File: src/hw/rtl/pt_pkg.sv
`timescale 1ns / 1ps
// Package for the piece table editor: operation, status, cell command,
// controller state and edit plan codes. No dependencies.
package pt_pkg;

  localparam int POS_W  = 13;
  localparam int CHAR_W = 8;

  localparam logic BUF_ORIG = 1'b0;
  localparam logic BUF_ADD  = 1'b1;

  typedef enum logic [1:0] {
    OP_LOAD,
    OP_INSERT,
    OP_DELETE,
    OP_READ
  } op_e;

  typedef enum logic [1:0] {
    ST_OK,
    ST_RANGE,
    ST_FULL,
    ST_REFUSED
  } status_e;

  // Command broadcast to every cell of the entry chain
  typedef enum logic [1:0] {
    CMD_NOP,
    CMD_SHIFT_UP,
    CMD_SHIFT_DOWN,
    CMD_WRITE
  } cmd_e;

  typedef enum logic [2:0] {
    S_IDLE,
    S_SCAN,
    S_DECIDE,
    S_EXEC,
    S_FETCH,
    S_RESP
  } state_e;

  // Sequence of table edits chosen for one beat
  typedef enum logic [3:0] {
    P_NONE,
    P_LOAD,
    P_APPEND,
    P_FRONT,
    P_SPLIT,
    P_DHEAD,
    P_DTAIL,
    P_DSPLIT,
    P_READ
  } plan_e;

endpackage

File: src/hw/rtl/pt_cell.sv
`timescale 1ns / 1ps
// One cell of the entry chain: holds one table entry, passes the locate
// wave to its upper neighbor and shifts entries on command. Uses pt_pkg.
module pt_cell import pt_pkg::*; #(
  parameter int IDX_W = 6,
  parameter int CNT_W = 7,
  parameter int S_W   = 13,
  parameter int L_W   = 14,
  parameter int INDEX = 0
) (
  input  logic             clk_i,
  input  logic             rst_ni,
  input  logic [CNT_W-1:0] count_i,
  input  logic [L_W-1:0]   pos_i,
  input  cmd_e             cmd_op_i,
  input  logic [IDX_W-1:0] cmd_idx_i,
  input  logic             cmd_typ_i,
  input  logic [S_W-1:0]   cmd_start_i,
  input  logic [L_W-1:0]   cmd_len_i,
  input  logic             lo_typ_i,
  input  logic [S_W-1:0]   lo_start_i,
  input  logic [L_W-1:0]   lo_len_i,
  input  logic             hi_typ_i,
  input  logic [S_W-1:0]   hi_start_i,
  input  logic [L_W-1:0]   hi_len_i,
  output logic             typ_o,
  output logic [S_W-1:0]   start_o,
  output logic [L_W-1:0]   len_o,
  input  logic             w_vld_i,
  input  logic             w_found_i,
  input  logic [L_W-1:0]   w_acc_i,
  input  logic [IDX_W-1:0] w_idx_i,
  input  logic             w_typ_i,
  input  logic [S_W-1:0]   w_start_i,
  input  logic [L_W-1:0]   w_len_i,
  output logic             w_vld_o,
  output logic             w_found_o,
  output logic [L_W-1:0]   w_acc_o,
  output logic [IDX_W-1:0] w_idx_o,
  output logic             w_typ_o,
  output logic [S_W-1:0]   w_start_o,
  output logic [L_W-1:0]   w_len_o
);

  localparam logic [IDX_W-1:0] MY_IDX = IDX_W'(INDEX);
  localparam logic [CNT_W-1:0] MY_CNT = CNT_W'(INDEX);

  logic             typ_q, typ_d;
  logic [S_W-1:0]   start_q, start_d;
  logic [L_W-1:0]   len_q, len_d;
  logic             w_vld_q;
  logic             w_found_q, w_found_d;
  logic [L_W-1:0]   w_acc_q, w_acc_d;
  logic [IDX_W-1:0] w_idx_q, w_idx_d;
  logic             w_typ_q, w_typ_d;
  logic [S_W-1:0]   w_start_q, w_start_d;
  logic [L_W-1:0]   w_len_q, w_len_d;
  logic             active;
  logic [L_W-1:0]   sum;
  logic             hit;

  // Locate: add own length to the running sum, stop at the holding entry
  assign active = (MY_CNT < count_i);
  assign sum    = w_acc_i + len_q;
  assign hit    = w_vld_i && !w_found_i && active && (pos_i < sum);

  always_comb begin
    w_found_d = w_found_i;
    w_acc_d   = w_acc_i;
    w_idx_d   = w_idx_i;
    w_typ_d   = w_typ_i;
    w_start_d = w_start_i;
    w_len_d   = w_len_i;
    if (hit) begin
      w_found_d = 1'b1;
      w_idx_d   = MY_IDX;
      w_typ_d   = typ_q;
      w_start_d = start_q;
      w_len_d   = len_q;
    end else if (!w_found_i && active) begin
      w_acc_d = sum;
    end
  end

  // Entry update: shift from a neighbor or take a written entry
  always_comb begin
    typ_d   = typ_q;
    start_d = start_q;
    len_d   = len_q;
    case (cmd_op_i)
      CMD_SHIFT_UP: begin
        if (MY_IDX > cmd_idx_i) begin
          typ_d   = lo_typ_i;
          start_d = lo_start_i;
          len_d   = lo_len_i;
        end
      end
      CMD_SHIFT_DOWN: begin
        if (MY_IDX >= cmd_idx_i) begin
          typ_d   = hi_typ_i;
          start_d = hi_start_i;
          len_d   = hi_len_i;
        end
      end
      CMD_WRITE: begin
        if (MY_IDX == cmd_idx_i) begin
          typ_d   = cmd_typ_i;
          start_d = cmd_start_i;
          len_d   = cmd_len_i;
        end
      end
      default: begin
      end
    endcase
  end

  always_ff @(posedge clk_i or negedge rst_ni) begin
    if (!rst_ni) begin
      w_vld_q <= 1'b0;
    end else begin
      w_vld_q <= w_vld_i;
    end
  end

  // Hold entry and wave payload
  always_ff @(posedge clk_i) begin
    typ_q     <= typ_d;
    start_q   <= start_d;
    len_q     <= len_d;
    w_found_q <= w_found_d;
    w_acc_q   <= w_acc_d;
    w_idx_q   <= w_idx_d;
    w_typ_q   <= w_typ_d;
    w_start_q <= w_start_d;
    w_len_q   <= w_len_d;
  end

  assign typ_o     = typ_q;
  assign start_o   = start_q;
  assign len_o     = len_q;
  assign w_vld_o   = w_vld_q;
  assign w_found_o = w_found_q;
  assign w_acc_o   = w_acc_q;
  assign w_idx_o   = w_idx_q;
  assign w_typ_o   = w_typ_q;
  assign w_start_o = w_start_q;
  assign w_len_o   = w_len_q;

endmodule

File: config.mk
export PLATFORM = sky130hd
export DESIGN_NAME = pt_cell
export DESIGN_NICKNAME = d
export VERILOG_FILES = /design/src/hw/rtl/pt_pkg.sv /design/src/hw/rtl/pt_cell.sv
export SDC_FILE = /design/constraint.sdc
export NUM_CORES = 1
export LEC_CHECK = 0
export ABC_CLOCK_PERIOD_IN_PS = 12400
export BUFFER_PORTS_ARGS = -buffer_cell sky130_fd_sc_hd__buf_2
export CAP_MARGIN = 20
export CORE_AREA = 3 3 98 100
export CTS_CLUSTER_SIZE = 16
export DETAILED_ROUTE_END_ITERATION = 6
export DIE_AREA = 0 0 101 103
export PLACE_DENSITY = 0.82
export SYNTH_ARGS = -nofsm -noshare
export SYNTH_HDL_FRONTEND = slang
export SYNTH_SLANG_ARGS = --single-unit
export TNS_END_PERCENT = 100
File: constraint.sdc
create_clock -name clk_i -period 12.4 [get_ports clk_i]
set_input_delay 0.62 -clock clk_i [delete_from_list [all_inputs] [get_ports clk_i]]
set_output_delay 0.62 -clock clk_i [all_outputs]
set_load 0.05 [all_outputs]
==> results, run 1 <==
- The measured slew at the worst slew-check pin is 995.7 ps.
- The number of nets with antenna violations after routing is 0.
- In this run the clock root is driven by a sky130_fd_sc_hd__clkbuf_8.
- The worst-skew pair later-pin latency is 360 ps.
- In the routed design, unresolved DRC markers number 0.
- The synthesis-to-finish area growth is 37.35%.
- A synthesized cell averages 10.87 um2.
- The flop-to-flop setup slack is 7390 ps.
- Summing all placed instances gives a cell area of 5231 um2.
- The largest driver fanout on the critical path is 35.
- The number of endpoints failing setup at the final stage is 0.
- The post-CTS setup repair buffer count is 0.
- For the final database, setup skew stands at 17.10 ps.
- The core region is 8763 um2.
- The maximum buffer depth of the clock tree is 2.
- The critical path goes through ha_1, fa_1, a21o_1, a221oi_1, o221ai_1, a21oi_1, xor2_1, ha_1, nand4_1, nor2_1, a2111oi_2, buf_4, nor2b_4, mux2_2.
- After clock tree synthesis, the clock-pin slew on the worst setup and hold paths is 80 ps.
- In the final layout, the share of cells above drive strength 1 is 48.76%.
- The worst stage delay on the critical path is 850 ps.
- The clock period could shrink to 5015 ps.
- The hold buffer count at CTS is 0.
- The post-route clock period utilization is 40.44%.
- The path class of the tightest hold or removal check is in2async.
- Timing would allow up to 199.4 MHz.
- The die extent in x is 101 um.
- The number of instances in the placed design is 697.
- Summed over all cells, the static leakage comes to 2.671 nW.
- The pre-antenna-repair detailed-routing pass consisted of 4 iterations.
- Buffers placed on the I/O ports in this run total 242.
- The number of clock sinks seen by CTS is 78.
- The number of instances in the synthesized netlist is 363.
- The number of buffers and inverters on the critical path is 1.
- The number of max-slew violations in the final report is 0.
- Setup repair after global routing left no endpoint under its margin.
- The filler-free cell count of the finished design is 713.
- The wire length per cell after detailed routing is 16.40 um.
- The run finished with clean final reports.
- The endpoint arrival time on the critical path is 5250 ps.
- Entering global routing, the biggest net connects 58 pins.
- The cell occurring most often along the worst timing path is sky130_fd_sc_hd__ha_1.
- The number of buffers created by CTS is 9.
- The critical path is of the reg2reg type.
- The routed layout has 3639 vias.
- The category of the worst setup path launch point is a flip-flop.
- The net count reported at finish is 792.
- The critical-path cell with the highest stage delay is sky130_fd_sc_hd__nor2b_4.
- The number of register bits inferred by synthesis is 78.
- After detailed routing, the number of vias per cell comes to 5.104.
- STA classifies the critical path endpoint as a flip-flop.
- After floorplanning, the core was divided into 34 placement rows.
- The TritonCTS clock tree is yes.
- The library cell with the largest summed area after synthesis is sky130_fd_sc_hd__dfxtp_1.
- The die footprint is 10400 um2.
- After synthesis, the cell types taking the most area are sky130_fd_sc_hd__dfxtp_1 25%, sky130_fd_sc_hd__edfxtp_1 21%, sky130_fd_sc_hd__mux2_2 8.6%.
- The most common cell in the synthesized netlist is sky130_fd_sc_hd__dfxtp_1.
- The design draws 0.6476 mW.
- The worst register-to-register path ends at w_len_o[13]$_DFF_P_.
- The tool flagged a number of max-cap violations equal to 0.
- Post-CTS repair changed the size of 0 cells.
- The chip height is 103 um.
- The number of violations reported at the end of detailed-routing iteration 0 is 99.
- The most used flip-flop cell after synthesis is sky130_fd_sc_hd__dfxtp_1.
- After routing the design area is 5420 um2.
- The total number of H-tree levels is 3.
- IR analysis of the VDD net gives a maximum drop of 0.05241 mV.
- The required time at the endpoint of the critical path is 12630 ps.
- Measured on the finished design, the core utilization comes to 61.85%.
- The proportion of synthesized flip-flops having asynchronous set or reset is 1.282%.
- 243 I/O pins were placed.
- The number of antenna violations at the first check in global routing is 0.
- The number of filler cells placed in the layout is 717.
- In this run the tightest slew margin relative to its limit is 33.48%.
- The Yosys step of the flow raised 0 warnings.
- The net count of the mapped netlist is 555.
- The power density relative to cell area is 119.5 nW/um2.
- The depth of the worst register-to-register path is 14.
- Summing the sequential cell areas from Yosys gives 46.80% of the chip area.
- The half-perimeter wire length after detailed placement is 9534 um.
- The first global-routing pass estimated 17500 um of wire.
- The final hold violation count came to 0.
- In this run the critical register-to-register path is launched from len_o[0]$_DFFE_PP_.
- The top cell family by delay on the critical path is compound AO/OA/AOI/OAI gates.
- The pre-CTS worst setup slack is 7167 ps.
- The total negative slack for setup checks is 0 ps.
- Counting instances in the post-synthesis netlist gives the leading cell types as 49 x sky130_fd_sc_hd__dfxtp_1, 43 x sky130_fd_sc_hd__a21oi_1, 33 x sky130_fd_sc_hd__nor2_1.
- The worst path setup slack after routing is 7385 ps.
- The area share of the leading cell type in the synthesized netlist is 24.86%.
- The netlist area before placement is 3946 um2.
- After global routing the overflow that remains totals 0.
- Global routing consumed, over all layers together, 21.84% of the routing resources.
- The number of distinct library cell variants in the gate-level netlist after synthesis is 47.
- The total detailed-routing wirelength is 11690 um.
- In this run, synthesis inferred 28 flip-flops with an integrated enable.
- The antenna diode count is 0.
- On the final layout, the worst hold slack is 41.57 ps.
- The starting utilization of the core area is 45.03%.
- The via count of the first global-routing pass is 3684.
- The critical path depth in cells is 14.
- Routability-driven placement finished with a final weighted congestion of 0.8704.
[area by class of cell]
type	count	area (um2)	area share, %
multi-input cells	260	1997	36.84
flip-flops and latches	78	1847	34.07
repair buffers	244	1226	22.62
well taps	108	135.1	2.493
clock buffers	11	131.4	2.424
clock inverters	5	57.56	1.062
inverters	7	26.28	0.4848
[state kept, by name, summed over array words and instances, names as in the netlist]
name and cells:
w_idx_o 6, len_o 14, w_acc_o 14, typ_o 1, w_vld_o 1, w_start_o 13, w_typ_o 1, start_o 13
w_len_o 14, w_found_o 1
[per-layer routing]
layer / track usage (%) / wire (um) / share of wire (%)
met3: 5.886 / 1001 / 8.6
met2: 39.29 / 5997 / 51
met4: 8.282 / 296 / 2.5
met5: 0 / 0 / 0
met1: 24.76 / 4397 / 38
[layout by cell type, fill, tap and decap left out, types with 2 or more instances in the layout]
cell type                  count
sky130_fd_sc_hd__clkbuf_1      2
sky130_fd_sc_hd__buf_4         2
sky130_fd_sc_hd__xor2_1        6
sky130_fd_sc_hd__nand4_1       4
sky130_fd_sc_hd__o31ai_1       8
sky130_fd_sc_hd__nand2b_1      4
sky130_fd_sc_hd__ha_1         26
sky130_fd_sc_hd__and3_1        2
sky130_fd_sc_hd__nor2b_1       9
sky130_fd_sc_hd__nand2_1       3
sky130_fd_sc_hd__o21a_1        2
sky130_fd_sc_hd__a21o_1        9
sky130_fd_sc_hd__a21oi_1      43
sky130_fd_sc_hd__inv_1         7
sky130_fd_sc_hd__nor3_1        3
sky130_fd_sc_hd__mux2i_1      30
sky130_fd_sc_hd__edfxtp_1     28
sky130_fd_sc_hd__dfxtp_1      49
sky130_fd_sc_hd__mux2_2       30
sky130_fd_sc_hd__nor4_1        3
sky130_fd_sc_hd__buf_2       242
sky130_fd_sc_hd__clkbuf_8      9
sky130_fd_sc_hd__o21bai_1      2
sky130_fd_sc_hd__nor2_1       33
sky130_fd_sc_hd__a31oi_1       2
sky130_fd_sc_hd__nand3_1       5
sky130_fd_sc_hd__o21ai_0      14
sky130_fd_sc_hd__a221oi_1      2
sky130_fd_sc_hd__xnor2_1       2
[report_power, final]
group	leakage, nW	internal [mW]	switching (mW)	total (mW)
registers	0.686	0.282	0.00396	0.286
clock network	0.0943	0.0937	0.0946	0.188
logic	1.89	0.0629	0.111	0.174
[how the worst max path moves through the flow]
stage / end / slack [ps] / from
2_1_floorplan: w_len_o[10]$_DFF_P_ / 8170 / len_o[0]$_DFFE_PP_
6_report: w_len_o[13]$_DFF_P_ / 7390 / len_o[0]$_DFFE_PP_
4_1_cts: w_len_o[13]$_DFF_P_ / 7390 / len_o[0]$_DFFE_PP_
3_5_place_dp: w_len_o[13]$_DFF_P_ / 7170 / w_acc_i[0]
5_1_grt: w_len_o[1]$_DFF_P_ / 7030 / len_o[0]$_DFFE_PP_
3_3_place_gp: w_start_o[1]$_DFF_P_ / 7320 / w_acc_i[0]
[cells by family after synthesis]
kind of cell | after synthesis | synth area share, %
adder cells (fa/ha/maj) | 27 | 8.751
AND/OR/NAND/NOR | 74 | 9.543
flip-flops | 78 | 46.80
buffers and inverters | 25 | 2.917
AO/OA/AOI/OAI | 91 | 14.05
XOR/XNOR | 8 | 1.776
multiplexers | 60 | 16.17
Note: power is estimated with default switching activity, not from simulation.
==> run 2: changes to the inputs <==
==> config.mk (replaced) <==
export PLATFORM = sky130hd
export DESIGN_NAME = pt_cell
export DESIGN_NICKNAME = d
export VERILOG_FILES = /design/src/hw/rtl/pt_pkg.sv /design/src/hw/rtl/pt_cell.sv
export SDC_FILE = /design/constraint.sdc
export NUM_CORES = 1
export LEC_CHECK = 0
export ABC_CLOCK_PERIOD_IN_PS = 4700
export BUFFER_PORTS_ARGS = -buffer_cell sky130_fd_sc_hd__buf_2
export CAP_MARGIN = 20
export CORE_AREA = 3 3 100 102
export CTS_CLUSTER_SIZE = 16
export DETAILED_ROUTE_END_ITERATION = 6
export DIE_AREA = 0 0 103 105
export PLACE_DENSITY = 0.79
export SYNTH_ARGS = -nofsm -noshare
export SYNTH_HDL_FRONTEND = slang
export SYNTH_SLANG_ARGS = --single-unit
export TNS_END_PERCENT = 100
==> constraint.sdc (replaced) <==
create_clock -name clk_i -period 4.7 [get_ports clk_i]
set_input_delay 0.235 -clock clk_i [delete_from_list [all_inputs] [get_ports clk_i]]
set_output_delay 0.235 -clock clk_i [all_outputs]
set_load 0.05 [all_outputs]
==> results, run 2 (synthesis results as in run 1) <==
- The flow ran to the end, and the final reports show no timing, DRC or antenna violations.
- The part of the power in combinational logic is 26.4% (-0.4 points).
- The clock-pin slew on the worst setup and hold paths came to 90 ps (about the same).
- The row count is 35 (+2.9%).
- The hold buffer count at CTS came to 2 (+2).
- The depth of the worst register-to-register path was 14 (unchanged).
- The first-pass GRT wire length is 17520 um (+0.12%).
- The placement-stage cell area came to 5255 um2 (+0.45%).
- The terminating pin of the worst hold path is w_found_o$_SDFF_PP1_.
- The flop-to-flop setup slack came to 340 ps (-7050 ps).
- The leakage power total is 2.703 nW (+1.2%).
- The proportion of power drawn by flip-flops and latches is 42.8% (-1.3 points).
- The post-route clock period utilization came to 92.77% (+52 points).
- In the layout the commonest cells are 242 x sky130_fd_sc_hd__buf_2, 49 x sky130_fd_sc_hd__dfxtp_1, 43 x sky130_fd_sc_hd__a21oi_1, 33 x sky130_fd_sc_hd__nor2_1.
- The category of the worst setup path launch point is a flip-flop.
- The number of endpoints failing setup at the final stage is 0 (unchanged).
- The required time at the endpoint of the critical path came to 4930 ps (-7700 ps).
- The wire length per cell after detailed routing was 16.19 um (-1.3%).
- The count of TritonRoute iterations in the first routing pass is 4 (unchanged).
- The total negative slack for setup checks is 0 ps (unchanged).
- The number of antenna violations at the first check in global routing is 0 (unchanged).
- The die footprint is 10820 um2 (+4.0%).
- The starting utilization of the core area is 42.91% (-2.1 points).
- The worst hold slack came to 88.30 ps (+46.73 ps).
- The share of layout cells above drive strength 1 was 48.85% (+0.088 points).
- The mean number of vias per cell is 5.125 (+0.42%).
- The total non-filler cell area in the finished layout is 5490 um2 (+1.3%).
- The antenna diode count came to 0 (unchanged).
- The leftover overflow at the end of global routing is 0 (unchanged).
- The startpoint identified for the worst register-to-register timing path is len_o[0]$_DFFE_PP_.
- The number of instances in the placed design came to 701 (+0.57%).
- The reg-to-reg critical path endpoint is w_start_o[7]$_DFF_P_.
- The worst path setup slack after routing is 339.8 ps (-7045 ps).
- The internal power contribution is 1.196 mW (+170%).
- The TritonCTS clock tree is yes.
- The total power after layout is 1.758 mW (+170%).
- Setup repair after global routing left no endpoint under its margin.
- The headroom to the max-slew limit is 40.62% (+7.1 points).
- The class of the worst hold path is in2reg.
- The number of clock sinks seen by CTS was 78 (unchanged).
- The die extent in x was 103 um (+2.0%).
- The maximum buffer depth of the clock tree is 2 (unchanged).
- The total detailed-routing wirelength came to 11640 um (-0.46%).
- The total number of H-tree levels is 3 (unchanged).
- The filler-free cell count of the finished design is 719 (+0.84%).
- The number of violations reported at the end of detailed-routing iteration 0 was 132 (+33%).
- The number of filler cells placed in the layout is 812 (+13%).
- The final hold violation count came to 0 (unchanged).
- The clock period minus worst slack is 4360 ps (-654.7 ps).
- The tree is rooted in a sky130_fd_sc_hd__clkbuf_8.
- The endpoint arrival time on the critical path is 4590 ps (-660 ps).
- The measured slew at the worst slew-check pin came to 890.6 ps (-105.0 ps).
- The number of max-slew violations in the final report is 0 (unchanged).
- The number of nets with antenna violations after routing came to 0 (unchanged).
- The portion of total power attributed to the clock network came to 30.8% (+1.7 points).
- The post-CTS setup repair buffer count is 0 (unchanged).
- The fmax is 229.3 MHz (+15%).
- The power density relative to cell area is 320.2 nW/um2 (+170%).
- The routability congestion estimate from global placement was 0.8344 (-4.1%).
- The post-detailed-route DRC marker count is 0 (unchanged).
- The number of top-level pins came to 243 (unchanged).
- The area inside the core boundary is 9196 um2 (+4.9%).
- The pin count of the biggest net entering global routing came to 58 (unchanged).
- The peak supply drop is 0.1530 mV (+190%).
- The via count of the first global-routing pass was 3645 (-1.1%).
- The number of resized instances in the post-cts repair step is 0 (unchanged).
- The pre-CTS worst setup slack is 387.7 ps (-6779 ps).
- The worst-skew pair later-pin latency is 350 ps (about the same).
- The net count reported at finish came to 795 (+0.38%).
- The switching part of the total is 31.99% (-0.34 points).
- The max-capacitance violation count is 0 (unchanged).
- The total global routing track utilization was 20.78% (-1.1 points).
- The synthesis-to-finish area growth is 39.13%.
- The worst hold path was traced through 2 stages.
- The half-perimeter wire length after detailed placement is 9467 um (-0.70%).
- The final clock skew is 13.45 ps (-3.647 ps).
- The library cell used most frequently in the layout, excluding fill and tap cells, is sky130_fd_sc_hd__buf_2.
- The total vias in the final route is 3685 (+1.3%).
- The start point of the worst hold path is w_found_i.
- The number of buffers created by CTS is 9 (unchanged).
- The number of port buffers is 242 (unchanged).
- The largest driver fanout on the critical path is 35 (unchanged).
- The net switching power came to 0.5625 mW (+170%).
- The post-layout utilization of the core came to 59.70% (-2.1 points).
- The chip height is 105 um (+1.9%).
- STA classifies the critical path endpoint as a flip-flop.
- The type of the worst setup path is reg2reg.
-- run 2: worst max path at each step --
stage | start | end
2_1_floorplan | len_o[0]$_DFFE_PP_ | w_len_o[10]$_DFF_P_
3_3_place_gp | len_o[0]$_DFFE_PP_ | w_start_o[2]$_DFF_P_
3_5_place_dp | len_o[0]$_DFFE_PP_ | w_start_o[4]$_DFF_P_
4_1_cts | len_o[0]$_DFFE_PP_ | w_start_o[7]$_DFF_P_
5_1_grt | len_o[0]$_DFFE_PP_ | w_start_o[7]$_DFF_P_
6_report | len_o[0]$_DFFE_PP_ | w_start_o[7]$_DFF_P_
-- run 2: cell type report --
type | instances | area (um2) | area share (%)
clock buffer | 11 | 152.6 | 2.780
inverter | 7 | 26.28 | 0.4786
timing repair buffer | 247 | 1266 | 23.06
clock inverter | 5 | 62.56 | 1.139
tap | 111 | 138.9 | 2.530
sequential | 78 | 1847 | 33.64
multi-input combinational | 260 | 1997 | 36.37
-- run 2: power groups by stage --
stage               registers [mW]  clock network (mW)  logic (mW)
floorplan                    0.920                   0       0.161
global placement             0.768                   0       0.453
detailed placement           0.769                   0       0.462
CTS                          0.754               0.554       0.465
global route                 0.757               0.583       0.498
finish                       0.753               0.541       0.463
-- run 2: critical path, cell delays in order, from the launching register on --
cell                        delay (ps)
sky130_fd_sc_hd__edfxtp_1          430
sky130_fd_sc_hd__ha_1              250
sky130_fd_sc_hd__fa_1              400
sky130_fd_sc_hd__a21o_1            190
sky130_fd_sc_hd__a221oi_1          570
sky130_fd_sc_hd__o221ai_1          180
sky130_fd_sc_hd__a21oi_1           200
sky130_fd_sc_hd__xor2_1            250
sky130_fd_sc_hd__ha_1              300
sky130_fd_sc_hd__nand4_1           130
sky130_fd_sc_hd__nor2_1             70
sky130_fd_sc_hd__a2111oi_2         420
sky130_fd_sc_hd__nor2b_4           240
sky130_fd_sc_hd__buf_12            230
sky130_fd_sc_hd__mux2_2            360
-- run 2: layer usage --
metal / vias to the layer above / routed length [um] / track usage, %
met5: - / 0 / 0
met4: 0 / 160 / 6.198
met3: 15 / 1024 / 6.542
met2: 181 / 6071 / 36.66
met1: 1665 / 4381 / 23.49
li1: 1824 / - / -
